### src/rtl/core/swamm_pkg.sv
// Package with sizes, payload types and sequencer states of the sliding-window core.
package swamm_pkg;

  localparam int unsigned WINDOW      = 50;
  localparam int unsigned PTR_W       = (WINDOW > 1) ? $clog2(WINDOW) : 1;
  localparam int unsigned CNT_W       = $clog2(WINDOW + 1);
  localparam int unsigned SUM_W       = 24;
  localparam int unsigned SAMPLE_W    = 16;
  localparam int unsigned COUNT_OUT_W = 6;
  localparam int unsigned ENTRY_W     = 2 * SAMPLE_W;

  typedef struct packed {
    logic [SAMPLE_W-1:0] co2_sample;
    logic [SAMPLE_W-1:0] pm25_sample;
  } swamm_in_t;

  typedef struct packed {
    logic [SAMPLE_W-1:0]    co2_mean;
    logic [SAMPLE_W-1:0]    pm25_mean;
    logic [SAMPLE_W-1:0]    pm25_min;
    logic [SAMPLE_W-1:0]    pm25_max;
    logic [COUNT_OUT_W-1:0] valid_count;
  } swamm_out_t;

  // Request to the shared serial divider.
  typedef struct packed {
    logic             start;
    logic [SUM_W-1:0] dividend;
    logic [CNT_W-1:0] divisor;
  } swamm_div_req_t;

  typedef enum logic [2:0] {
    ST_IDLE,
    ST_UPDATE,
    ST_SCAN,
    ST_DIV_PM,
    ST_OUT
  } swamm_state_e;

endpackage

### src/rtl/core/swamm_ram.sv
// Generic single-write, single-read RAM with a registered read port.
module swamm_ram #(
  parameter int unsigned WIDTH = 32,
  parameter int unsigned DEPTH = 64
) (
  input  logic                                     clk_i,
  input  logic                                     we_i,
  input  logic [((DEPTH > 1) ? $clog2(DEPTH) : 1)-1:0] waddr_i,
  input  logic [WIDTH-1:0]                         wdata_i,
  input  logic                                     re_i,
  input  logic [((DEPTH > 1) ? $clog2(DEPTH) : 1)-1:0] raddr_i,
  output logic [WIDTH-1:0]                         rdata_o
);

  logic [WIDTH-1:0] mem_q [DEPTH];
  logic [WIDTH-1:0] rdata_q;

  // Write port.
  always_ff @(posedge clk_i) begin
    if (we_i) begin
      mem_q[waddr_i] <= wdata_i;
    end
  end

  // Registered read port.
  always_ff @(posedge clk_i) begin
    if (re_i) begin
      rdata_q <= mem_q[raddr_i];
    end
  end

  assign rdata_o = rdata_q;

endmodule

### src/rtl/core/swamm_div.sv
// Restoring serial divider that produces one quotient bit per cycle.
module swamm_div import swamm_pkg::*; (
  input  logic             clk_i,
  input  logic             rst_ni,
  input  swamm_div_req_t   req_i,
  output logic             done_o,
  output logic [SUM_W-1:0] quotient_o
);

  localparam int unsigned STEP_W = $clog2(SUM_W + 1);

  logic              busy_q, busy_d;
  logic              done_q, done_d;
  logic [STEP_W-1:0] step_q, step_d;
  logic [CNT_W-1:0]  rem_q, rem_d;
  logic [SUM_W-1:0]  quo_q, quo_d;
  logic [CNT_W-1:0]  dvs_q, dvs_d;
  logic [CNT_W:0]    trial;
  logic [CNT_W:0]    diff;
  logic              fits;

  // One restoring step: shift in the next dividend bit and try the subtract.
  always_comb begin
    trial  = {rem_q, quo_q[SUM_W-1]};
    diff   = trial - {1'b0, dvs_q};
    fits   = (trial >= {1'b0, dvs_q});
    busy_d = busy_q;
    done_d = 1'b0;
    step_d = step_q;
    rem_d  = rem_q;
    quo_d  = quo_q;
    dvs_d  = dvs_q;
    if (req_i.start) begin
      busy_d = 1'b1;
      step_d = STEP_W'(SUM_W);
      rem_d  = '0;
      quo_d  = req_i.dividend;
      dvs_d  = req_i.divisor;
    end else if (busy_q) begin
      rem_d  = fits ? diff[CNT_W-1:0] : trial[CNT_W-1:0];
      quo_d  = {quo_q[SUM_W-2:0], fits};
      step_d = step_q - STEP_W'(1);
      if (step_q == STEP_W'(1)) begin
        busy_d = 1'b0;
        done_d = 1'b1;
      end
    end
  end

  // Control state.
  always_ff @(posedge clk_i or negedge rst_ni) begin
    if (!rst_ni) begin
      busy_q <= 1'b0;
      done_q <= 1'b0;
      step_q <= '0;
    end else begin
      busy_q <= busy_d;
      done_q <= done_d;
      step_q <= step_d;
    end
  end

  // Datapath registers.
  always_ff @(posedge clk_i) begin
    rem_q <= rem_d;
    quo_q <= quo_d;
    dvs_q <= dvs_d;
  end

  assign done_o     = done_q;
  assign quotient_o = quo_q;

endmodule

### src/rtl/core/sliding_window_avg_min_max_core.sv
// Sliding-window CO2/PM2.5 averager with PM2.5 minimum and maximum tracking.
// Each accepted beat writes one CO2/PM2.5 pair into a ring RAM of WINDOW entries and
// returns one result beat with the truncated means, the PM2.5 minimum and maximum and the
// held count. The time an item takes is set by the single RAM read port, which scans the
// held entries one per cycle, and by the one serial divider, which produces one quotient
// bit per cycle for each of the two means; the CO2 division overlaps the scan. The input
// is ready only between items, but it also takes a new beat while the previous result
// still waits in the output register.
module sliding_window_avg_min_max_core import swamm_pkg::*; (
  input  logic       clk_i,
  input  logic       rst_ni,
  input  logic       in_valid_i,
  output logic       in_ready_o,
  input  swamm_in_t  in_data_i,
  output logic       out_valid_o,
  input  logic       out_ready_i,
  output swamm_out_t out_data_o
);

  swamm_state_e state_q, state_d;

  logic [PTR_W-1:0]    wp_q, wp_d;
  logic [CNT_W-1:0]    count_q, count_d;
  logic [SUM_W-1:0]    co2_sum_q, co2_sum_d;
  logic [SUM_W-1:0]    pm_sum_q, pm_sum_d;
  logic [CNT_W-1:0]    scan_idx_q, scan_idx_d;
  logic                rd_pend_q, rd_pend_d;
  logic                rd_first_q, rd_first_d;
  logic                co2_done_q, co2_done_d;
  logic                out_valid_q, out_valid_d;

  logic [SAMPLE_W-1:0] co2_in_q, co2_in_d;
  logic [SAMPLE_W-1:0] pm_in_q, pm_in_d;
  logic [SAMPLE_W-1:0] min_q, min_d;
  logic [SAMPLE_W-1:0] max_q, max_d;
  logic [SAMPLE_W-1:0] co2_mean_q, co2_mean_d;
  logic [SAMPLE_W-1:0] pm_mean_q, pm_mean_d;
  swamm_out_t          out_data_q, out_data_d;

  logic                ram_we;
  logic                ram_re;
  logic [PTR_W-1:0]    ram_raddr;
  logic [ENTRY_W-1:0]  ram_rdata;
  logic [SAMPLE_W-1:0] old_co2;
  logic [SAMPLE_W-1:0] old_pm;
  logic [SAMPLE_W-1:0] scan_pm;
  logic                full;

  swamm_div_req_t      div_req;
  logic                div_done;
  logic [SUM_W-1:0]    div_quo;

  // Sample ring storage: CO2 in the upper half, PM2.5 in the lower half.
  swamm_ram #(
    .WIDTH (ENTRY_W),
    .DEPTH (WINDOW)
  ) u_ram (
    .clk_i   (clk_i),
    .we_i    (ram_we),
    .waddr_i (wp_q),
    .wdata_i ({co2_in_q, pm_in_q}),
    .re_i    (ram_re),
    .raddr_i (ram_raddr),
    .rdata_o (ram_rdata)
  );

  // Shared divider for both means.
  swamm_div u_div (
    .clk_i      (clk_i),
    .rst_ni     (rst_ni),
    .req_i      (div_req),
    .done_o     (div_done),
    .quotient_o (div_quo)
  );

  assign full    = (count_q == CNT_W'(WINDOW));
  assign old_co2 = full ? ram_rdata[ENTRY_W-1:SAMPLE_W] : '0;
  assign old_pm  = full ? ram_rdata[SAMPLE_W-1:0] : '0;
  assign scan_pm = ram_rdata[SAMPLE_W-1:0];

  // Sequencer: next state, datapath updates and RAM and divider control.
  always_comb begin
    state_d          = state_q;
    wp_d             = wp_q;
    count_d          = count_q;
    co2_sum_d        = co2_sum_q;
    pm_sum_d         = pm_sum_q;
    scan_idx_d       = scan_idx_q;
    rd_pend_d        = 1'b0;
    rd_first_d       = rd_first_q;
    co2_done_d       = co2_done_q;
    co2_in_d         = co2_in_q;
    pm_in_d          = pm_in_q;
    min_d            = min_q;
    max_d            = max_q;
    co2_mean_d       = co2_mean_q;
    pm_mean_d        = pm_mean_q;
    out_data_d       = out_data_q;
    out_valid_d      = out_valid_q & ~out_ready_i;
    in_ready_o       = 1'b0;
    ram_we           = 1'b0;
    ram_re           = 1'b0;
    ram_raddr        = wp_q;
    div_req.start    = 1'b0;
    div_req.dividend = co2_sum_q;
    div_req.divisor  = count_q;

    unique case (state_q)
      ST_IDLE: begin
        in_ready_o = 1'b1;
        if (in_valid_i) begin
          // Fetch the entry about to be overwritten.
          co2_in_d  = in_data_i.co2_sample;
          pm_in_d   = in_data_i.pm25_sample;
          ram_re    = 1'b1;
          ram_raddr = wp_q;
          state_d   = ST_UPDATE;
        end
      end

      ST_UPDATE: begin
        // Drop the overwritten entry once the window is full, then add the new one.
        ram_we     = 1'b1;
        co2_sum_d  = co2_sum_q - {{(SUM_W - SAMPLE_W){1'b0}}, old_co2}
                   + {{(SUM_W - SAMPLE_W){1'b0}}, co2_in_q};
        pm_sum_d   = pm_sum_q - {{(SUM_W - SAMPLE_W){1'b0}}, old_pm}
                   + {{(SUM_W - SAMPLE_W){1'b0}}, pm_in_q};
        count_d    = full ? count_q : count_q + CNT_W'(1);
        wp_d       = (wp_q == PTR_W'(WINDOW - 1)) ? '0 : wp_q + PTR_W'(1);
        scan_idx_d = '0;
        co2_done_d = 1'b0;
        state_d    = ST_SCAN;
      end

      ST_SCAN: begin
        // The CO2 division runs alongside the min/max scan.
        if (scan_idx_q == '0) begin
          div_req.start = 1'b1;
        end
        if (div_done) begin
          co2_mean_d = div_quo[SAMPLE_W-1:0];
          co2_done_d = 1'b1;
        end
        // Issue one read per cycle over the held entries.
        if (scan_idx_q < count_q) begin
          ram_re     = 1'b1;
          ram_raddr  = scan_idx_q[PTR_W-1:0];
          scan_idx_d = scan_idx_q + CNT_W'(1);
          rd_pend_d  = 1'b1;
          rd_first_d = (scan_idx_q == '0);
        end
        // Fold in the entry read in the previous cycle.
        if (rd_pend_q) begin
          if (rd_first_q) begin
            min_d = scan_pm;
            max_d = scan_pm;
          end else begin
            if (scan_pm < min_q) begin
              min_d = scan_pm;
            end
            if (scan_pm > max_q) begin
              max_d = scan_pm;
            end
          end
        end
        if ((scan_idx_q == count_q) && !rd_pend_q && (co2_done_q || div_done)) begin
          div_req.start    = 1'b1;
          div_req.dividend = pm_sum_q;
          state_d          = ST_DIV_PM;
        end
      end

      ST_DIV_PM: begin
        if (div_done) begin
          pm_mean_d = div_quo[SAMPLE_W-1:0];
          state_d   = ST_OUT;
        end
      end

      ST_OUT: begin
        // Load the result once the output register is free.
        if (!out_valid_q || out_ready_i) begin
          out_data_d.co2_mean    = co2_mean_q;
          out_data_d.pm25_mean   = pm_mean_q;
          out_data_d.pm25_min    = min_q;
          out_data_d.pm25_max    = max_q;
          out_data_d.valid_count = COUNT_OUT_W'(count_q);
          out_valid_d            = 1'b1;
          state_d                = ST_IDLE;
        end
      end

      default: begin
        state_d = ST_IDLE;
      end
    endcase
  end

  // State register.
  always_ff @(posedge clk_i or negedge rst_ni) begin
    if (!rst_ni) begin
      state_q <= ST_IDLE;
    end else begin
      state_q <= state_d;
    end
  end

  // Control and window bookkeeping.
  always_ff @(posedge clk_i or negedge rst_ni) begin
    if (!rst_ni) begin
      wp_q        <= '0;
      count_q     <= '0;
      co2_sum_q   <= '0;
      pm_sum_q    <= '0;
      scan_idx_q  <= '0;
      rd_pend_q   <= 1'b0;
      rd_first_q  <= 1'b0;
      co2_done_q  <= 1'b0;
      out_valid_q <= 1'b0;
    end else begin
      wp_q        <= wp_d;
      count_q     <= count_d;
      co2_sum_q   <= co2_sum_d;
      pm_sum_q    <= pm_sum_d;
      scan_idx_q  <= scan_idx_d;
      rd_pend_q   <= rd_pend_d;
      rd_first_q  <= rd_first_d;
      co2_done_q  <= co2_done_d;
      out_valid_q <= out_valid_d;
    end
  end

  // Payload registers.
  always_ff @(posedge clk_i) begin
    co2_in_q   <= co2_in_d;
    pm_in_q    <= pm_in_d;
    min_q      <= min_d;
    max_q      <= max_d;
    co2_mean_q <= co2_mean_d;
    pm_mean_q  <= pm_mean_d;
    out_data_q <= out_data_d;
  end

  assign out_valid_o = out_valid_q;
  assign out_data_o  = out_data_q;

endmodule

### config.mk
export PLATFORM = sky130hd
export DESIGN_NAME = sliding_window_avg_min_max_core
export DESIGN_NICKNAME = d
export VERILOG_FILES = /design/src/rtl/core/swamm_pkg.sv /design/src/rtl/core/swamm_ram.sv /design/src/rtl/core/swamm_div.sv /design/src/rtl/core/sliding_window_avg_min_max_core.sv
export SDC_FILE = /design/constraint.sdc
export NUM_CORES = 2
export LEC_CHECK = 0
export BUFFER_PORTS_ARGS = -buffer_cell sky130_fd_sc_hd__clkbuf_2
export CAP_MARGIN = 20
export CELL_PAD_IN_SITES_DETAIL_PLACEMENT = 0
export CELL_PAD_IN_SITES_GLOBAL_PLACEMENT = 1
export CORE_MARGIN = 3
export CORE_UTILIZATION = 49
export DETAILED_ROUTE_END_ITERATION = 16
export PLACE_DENSITY_LB_ADDON = 0.1
export RECOVER_POWER = 25
export SLEW_MARGIN = 20
export SYNTH_ARGS = -nofsm -noshare
export SYNTH_HDL_FRONTEND = slang
export SYNTH_SLANG_ARGS = --single-unit
### constraint.sdc
create_clock -name clk_i -period 4.2 [get_ports clk_i]
set_input_delay 0.84 -clock clk_i [delete_from_list [all_inputs] [get_ports clk_i]]
set_output_delay 0.84 -clock clk_i [all_outputs]
set_load 0.03 [all_outputs]
# Yosys cells after proc, flatten, opt, wreduce, memory -nomap -nowiden
# Memories as Yosys holds them, arrays and structs flattened. A register that Yosys moved wholly into a read port is not among the register bits.
# Index checks and enable logic that the tools add are counted.
# totals
latch_bits,0
output_inout_bits,72
ramBits,1600
regBits,282
romBits,0
wordCells,123
n_memories,1
# memory_table
memory,depth,word_bits,rd,rd_clocked_by_memory_dff,wr,line_no,rtl
u_ram.mem_q,50,32,1,1,1,swamm_ram.sv:15,logic [WIDTH-1:0] mem_q [DEPTH];
# classes
mul,0
n_shift,0
eq_ne,14
n_mux,42
magnitude_cmp,4
n_reduce_logical,23
n_div,0
n_bitwise,3
n_addsub,9
# op_table
op,count
16-bit two-way mux,6
25-bit two-way mux,2
24-bit by 16-bit adder with 24-bit output,2
24-bit two-way mux,2
24-bit by 16-bit subtractor with 24-bit output,2
6-bit two-way mux,5
6-bit by 1-bit adder with 6-bit output (second input constant),3
1-bit two-way mux,17
16-bit > comparator,1
16-bit less-than comparator,1
2-bit AND reduction,8
3-bit case mux with 5 select lines,1
6-bit equality test (second input constant),2
3-bit two-way mux,4
6-bit case mux with 2 select lines,1
5-bit two-way mux,2
2-bit != test (second input constant),4
2-bit nonzero test,4
7-bit by 6-bit greater-or-equal comparator with 1-bit output,1
3-bit by 2-bit equality test with 1-bit output (second input constant),2
6-bit equality test,1
6-bit zero test,1
6-bit less-than comparator,1
3-bit AND reduction,2
14 further kinds,20

# Depth between registers and ports, before layout
# logic_depth
word_depth,6
mapped_depth,20
depth_no_buf,19

# By module
# From an unflattened synthesis, not the netlist that was laid out.
# hier_totals
hier_cells,4066
area_unflattened_um2,77110.2
# by_module_without_submodules
module,cells_each,area_each_um2,seq_area_each_um2,n_inst
swamm_ram,2733,62073.3,49007.0,1
sliding_window_avg_min_max_core,1172,12936.2,6811.5,1
swamm_div,161,2100.8,1196.1,1

# Worst setup path after synthesis
# Ideal clock, no wire load.
# synth_path
kind,reg2reg
from,register count_q[0]
to,register co2_sum_q[20]
t_arrival_ns,4.312
setup_ns,0.120
path_stages_with_launch,21
n_path_buf,1
setup_slack_ns,-0.232
t_required_ns,4.080
path_cell_list,dfrtp_1 inv_1 ha_1 nand2_1 nor4_1 clkbuf_1 and2_1 ha_1 inv_1 ha_1 fa_1 a21o_1 a21oi_1 o21bai_1 a21oi_1 o41a_1 o31ai_1 o31a_1 o21a_1 or3_1 a31o_2
# synth_between
elab_chain_len,4
# synth_rtl
item,line_no,rtl
start: declaration,sliding_window_avg_min_max_core.sv:23,"logic [CNT_W-1:0] count_q, count_d;"
start signal: assignment,sliding_window_avg_min_max_core.sv:222,count_q <= count_d;
6-bit equality test,sliding_window_avg_min_max_core.sv:76,assign full = (count_q == CNT_W'(WINDOW));
16-bit two-way mux,sliding_window_avg_min_max_core.sv:77,assign old_co2 = full ? ram_rdata[ENTRY_W-1:SAMPLE_W] : '0;
24-bit by 16-bit subtractor with 24-bit output,sliding_window_avg_min_max_core.sv:124,"co2_sum_d = co2_sum_q - {{(SUM_W - SAMPLE_W){1'b0}}, old_co2}"
24-bit by 16-bit adder with 24-bit output,sliding_window_avg_min_max_core.sv:125,"+ {{(SUM_W - SAMPLE_W){1'b0}}, co2_in_q};"
end signal: assignment,sliding_window_avg_min_max_core.sv:223,co2_sum_q <= co2_sum_d;
end: declaration,sliding_window_avg_min_max_core.sv:24,"logic [SUM_W-1:0] co2_sum_q, co2_sum_d;"
# No other way between the ends.
# A chain may end at the register's enable or synchronous reset.

# Worst setup path after layout
# Ends and elaborated chain as after synthesis.

==> flow_summary_export.csv <==
group,metric,value,unit
finish,final_layout_size_suffix_gt1_frac,0.2413,
worst_hold_path,holdCritPathClass,"input port to flip-flop",
synthesis,ys_warn_count,0,
sta,fin_crit,4.170,ns
flow_run,drv_cap,1,
setup_path,critPathArrivalTime,4.86,ns
power,peakVddDrop,0.4506,mV
floorplan,die_w,400.0,µm
placed_design,place_congestion,0.8656,
placed_design,portBuffers,107,
sta,fin_crit_sh,0.9929,
floorplan,core,0.1532,mm²
sta,max_freq,239.8,MHz
floorplan,ios,108,
drt,initialDrtViolationCount,5252,
clock_tree,cts_tree,"yes",
synthesis,synth_top_flop_cell,"edfxtp_1",
drt,vias_per_cell,5.974,
finish,fillers,11790,
finish,fin_nets,4986,
drt,dr_total_vias,41910,
setup_path,start_kind,"flip-flop",
finish,seq_area,0.05701,mm²
synthesis,netlist.area_leader.share,0.7217,
finish,design_area,0.08897,mm²
global_route,antenna_found_initial,20,
synthesis,synth-edff-count,1828,
synthesis,syn_nets,4485,
floorplan,dieArea,0.1600,mm²
finish,multiInputGateArea,0.01812,mm²
global_route,grt_overflow_total,0,
drt,wl_per_cell,30.55,µm
sta,rsz0062_at_grt,"yes",
setup_path,path_class,"flip-flop to flip-flop",
power,power.density,787.4,mW/mm²
clock_tree,htreeDepth,4,
drt,drtAntennaViolNets,0,
global_route,grt_max_degree,65,
setup_path,cp.required,4.89,ns
global_route,track_usage,0.2709,
synthesis,synth.most_common_cell,"edfxtp_1",
synthesis,yosys-top-cells-count,"edfxtp_1 (1828), nand2_1 (461), mux4_2 (317), inv_1 (202), nor2_1 (142)",
setup_path,path_buf_inv,4,
synthesis,synth-seq-area-share,0.7496,
synthesis,ys_ff_latch,1914,
sta,setup-violations-final,0,
drt,drc,0,
synthesis,synthArstFlopShare,0.04180,
global_route,grt_pass1_wl,305.0,mm
floorplan,num_rows,143,
clock_tree,clockBufferDepth,3,
setup_path,end_kind,"flip-flop",
run_status,status,"finished with violations",
finish,area_growth,16.97,%
drt,drt_wl_total,214.3,mm
synthesis,synth_area_leaders,"edfxtp_1 (72%), mux4_2 (9.4%), dfrtp_1 (2.6%)",
sta,skew,0.06103,ns
synthesis,synth_top_area_cell,"edfxtp_1",
global_route,grt_pass1_vias,41180,
sta,slew_viol_final,61,
placed_design,hpwlAfterDp,131.9,mm
sta,relSlewSlack,-1.334,
floorplan,floorplan.initialDensity,0.4966,
synthesis,syn-instance-count,4317,
placed_design,placed_area,0.08242,mm²
run_status,failed_checks,"capacitance limit, slew limit",
sta,hold_viol_final,0,
setup_path,crit_family,"compound AO/OA/AOI/OAI gates",
setup_path,worstPathMaxFanout,17,
synthesis,avgSynthCellArea,17.62,µm²
synthesis,yosys.cell_types.count,71,
setup_path,cp_slowest_stage_delay,0.40,ns
sta,tightestPinTransition,3.501,ns
clock_tree,path_clk_slew,0.06,ns
clock_tree,clock_latency,0.83,ns
power,cellLeakagePower,0.03060,µW
setup_path,path_cells,"inv_2, ha_1, nand2_2, nor4_4, buf_12, buf_4, and2_4, fa_1, inv_1, ha_1, a21o_1, a21o_1, a21oi_1, o21a_1, o41a_1, o31ai_2, o31a_1, o21a_1, or3_1, a31o_2",
clock_tree,cts_num_sinks,1914,
clock_tree,numCtsBuffers,193,
setup_path,slowest_stage,"fa_1",
drt,drt_pre_antenna_iters,5,
clock_tree,clock-root-buffer,"clkbuf_16",
floorplan,die_h,400.0,µm
synthesis,synth_area,0.07606,mm²
power,totalPowerFinal,70060,µW
clock_tree,ctsHoldBuffers,0,
## kinds of logic (layout without fill, tap and decap cells)
| family | after synthesis | count (layout) | share of synthesized area |
|---|---|---|---|
| buffers and inverters | 413 | 1077 | 0.02178 |
| xor gates and xnor gates | 50 | 50 | 0.005757 |
| adders and majority gates | 132 | 132 | 0.02497 |
| muxes | 329 | 329 | 0.09549 |
| other | 0 | 5 | 0 |
| DFF | 1914 | 1914 | 0.7496 |
| and+or+nand+nor | 898 | 898 | 0.05180 |
| AOI/OAI and AO/OA | 581 | 581 | 0.05062 |
## per-stage QoR
step                setup TNS, ns  utilization  cells  hold slack [ns]  setup slack (ns)
finish                          0       0.5809   7016           0.1903           0.02993
global placement           -1.723       0.5380   6637           0.4036           -0.1934
detailed placement         -2.022       0.5381   6638           0.4045           -0.1903
CTS                      -0.01299       0.5787   6999          0.09808          -0.01299
floorplan                       0            -   4317           0.4003           0.04415
global route              -0.7487       0.5809   7013           0.1585           -0.1762
## layer usage
layer / global-route usage / vias up / routed length [µm]
met4: 0.07329 / 8 / 6045
met3: 0.05003 / 308 / 18390
met1: 0.3945 / 21760 / 89450
met5: 0 / - / 53
li1: - / 18010 / -
met2: 0.4247 / 1823 / 100400
## worst reg2reg max path, stage by stage, from the launching register on
cell,delay (ns)
dfrtp_1,0.38
inv_2,0.06
ha_1,0.15
nand2_2,0.07
nor4_4,0.19
buf_12,0.20
buf_4,0.17
and2_4,0.15
fa_1,0.40
inv_1,0.07
ha_1,0.25
a21o_1,0.17
a21o_1,0.17
a21oi_1,0.16
o21a_1,0.14
o41a_1,0.20
o31ai_2,0.10
o31a_1,0.29
o21a_1,0.18
or3_1,0.30
a31o_2,0.24
## what timing repair did
action / 4_1_cts / 5_1_grt
gates resized for setup: 12 / 51
pin swaps: 1 / 2
setup buffers: 3 / 9
endpoints found under the setup margin: 38 / 29
cloned: 0 / 3
## power breakdown
group          internal, µW  total (µW)  leakage, µW  switching [µW]
logic                 14000       30200       0.0101           16200
clock network          9360       16600      0.00297            7270
registers             22200       23200       0.0175            1040
## final cells by class
| class | count | share of cell area |
|---|---|---|
| Antenna cell | 5 | 0.0001406 |
| Clock buffer | 243 | 0.05687 |
| Clock inverter | 115 | 0.01184 |
| Inverter | 204 | 0.008621 |
| Multi-Input combinational cell | 1990 | 0.2037 |
| Sequential cell | 1914 | 0.6408 |
| Tap cell | 2030 | 0.02855 |
| Timing Repair Buffer | 515 | 0.04949 |
## cell usage in the layout (no fill, tap or decap), types with 40 or more instances in the layout
cell type,count
o21ai_0,74
nor2_4,51
inv_1,200
nor2_1,89
edfxtp_1,1828
clkbuf_2,98
nand3_1,137
a21o_1,40
buf_4,339
a21oi_1,119
o22ai_1,63
nand2_1,459
clkbuf_1,62
mux4_2,317
a22oi_1,105
clkbuf_16,198
buf_12,52
dfrtp_1,80
ha_1,99
clkinv_1,45
## state kept, by name, summed over array words and instances, names as in the netlist, 3 cells and up
| register | cells |
|---|---|
| u_ram.mem_q | 1600 |
| out_data_o | 70 |
| u_ram.rdata_o | 32 |
| co2_sum_q | 24 |
| pm_sum_q | 24 |
| u_div.quotient_o | 24 |
| co2_in_q | 16 |
| co2_mean_q | 16 |
| max_q | 16 |
| min_q | 16 |
| pm_in_q | 16 |
| pm_mean_q | 16 |
| count_q | 6 |
| scan_idx_q | 6 |
| u_div.dvs_q | 6 |
| u_div.rem_q | 6 |
| wp_q | 6 |
| u_div.step_q | 5 |
| state_q | 3 |
## path summary, 6_finish.rpt
check / from / to / depth (start not counted) / slack, ns
max: count_q[0] / co2_sum_q[20] / 20 / 0.03
min reg2reg: pm_mean_q[12] / out_data_o[50] / 0 / 0.40
min: in_data_i[19] / co2_in_q[3] / 1 / 0.19
max in group asynchronous: rst_ni / co2_sum_q[0] / 1 / 0.95
min in group asynchronous: rst_ni / u_div.step_q[0] / 1 / 1.21
max reg2reg: count_q[0] / co2_sum_q[20] / 20 / 0.03
No activity file was read; power rests on OpenSTA's default activity.
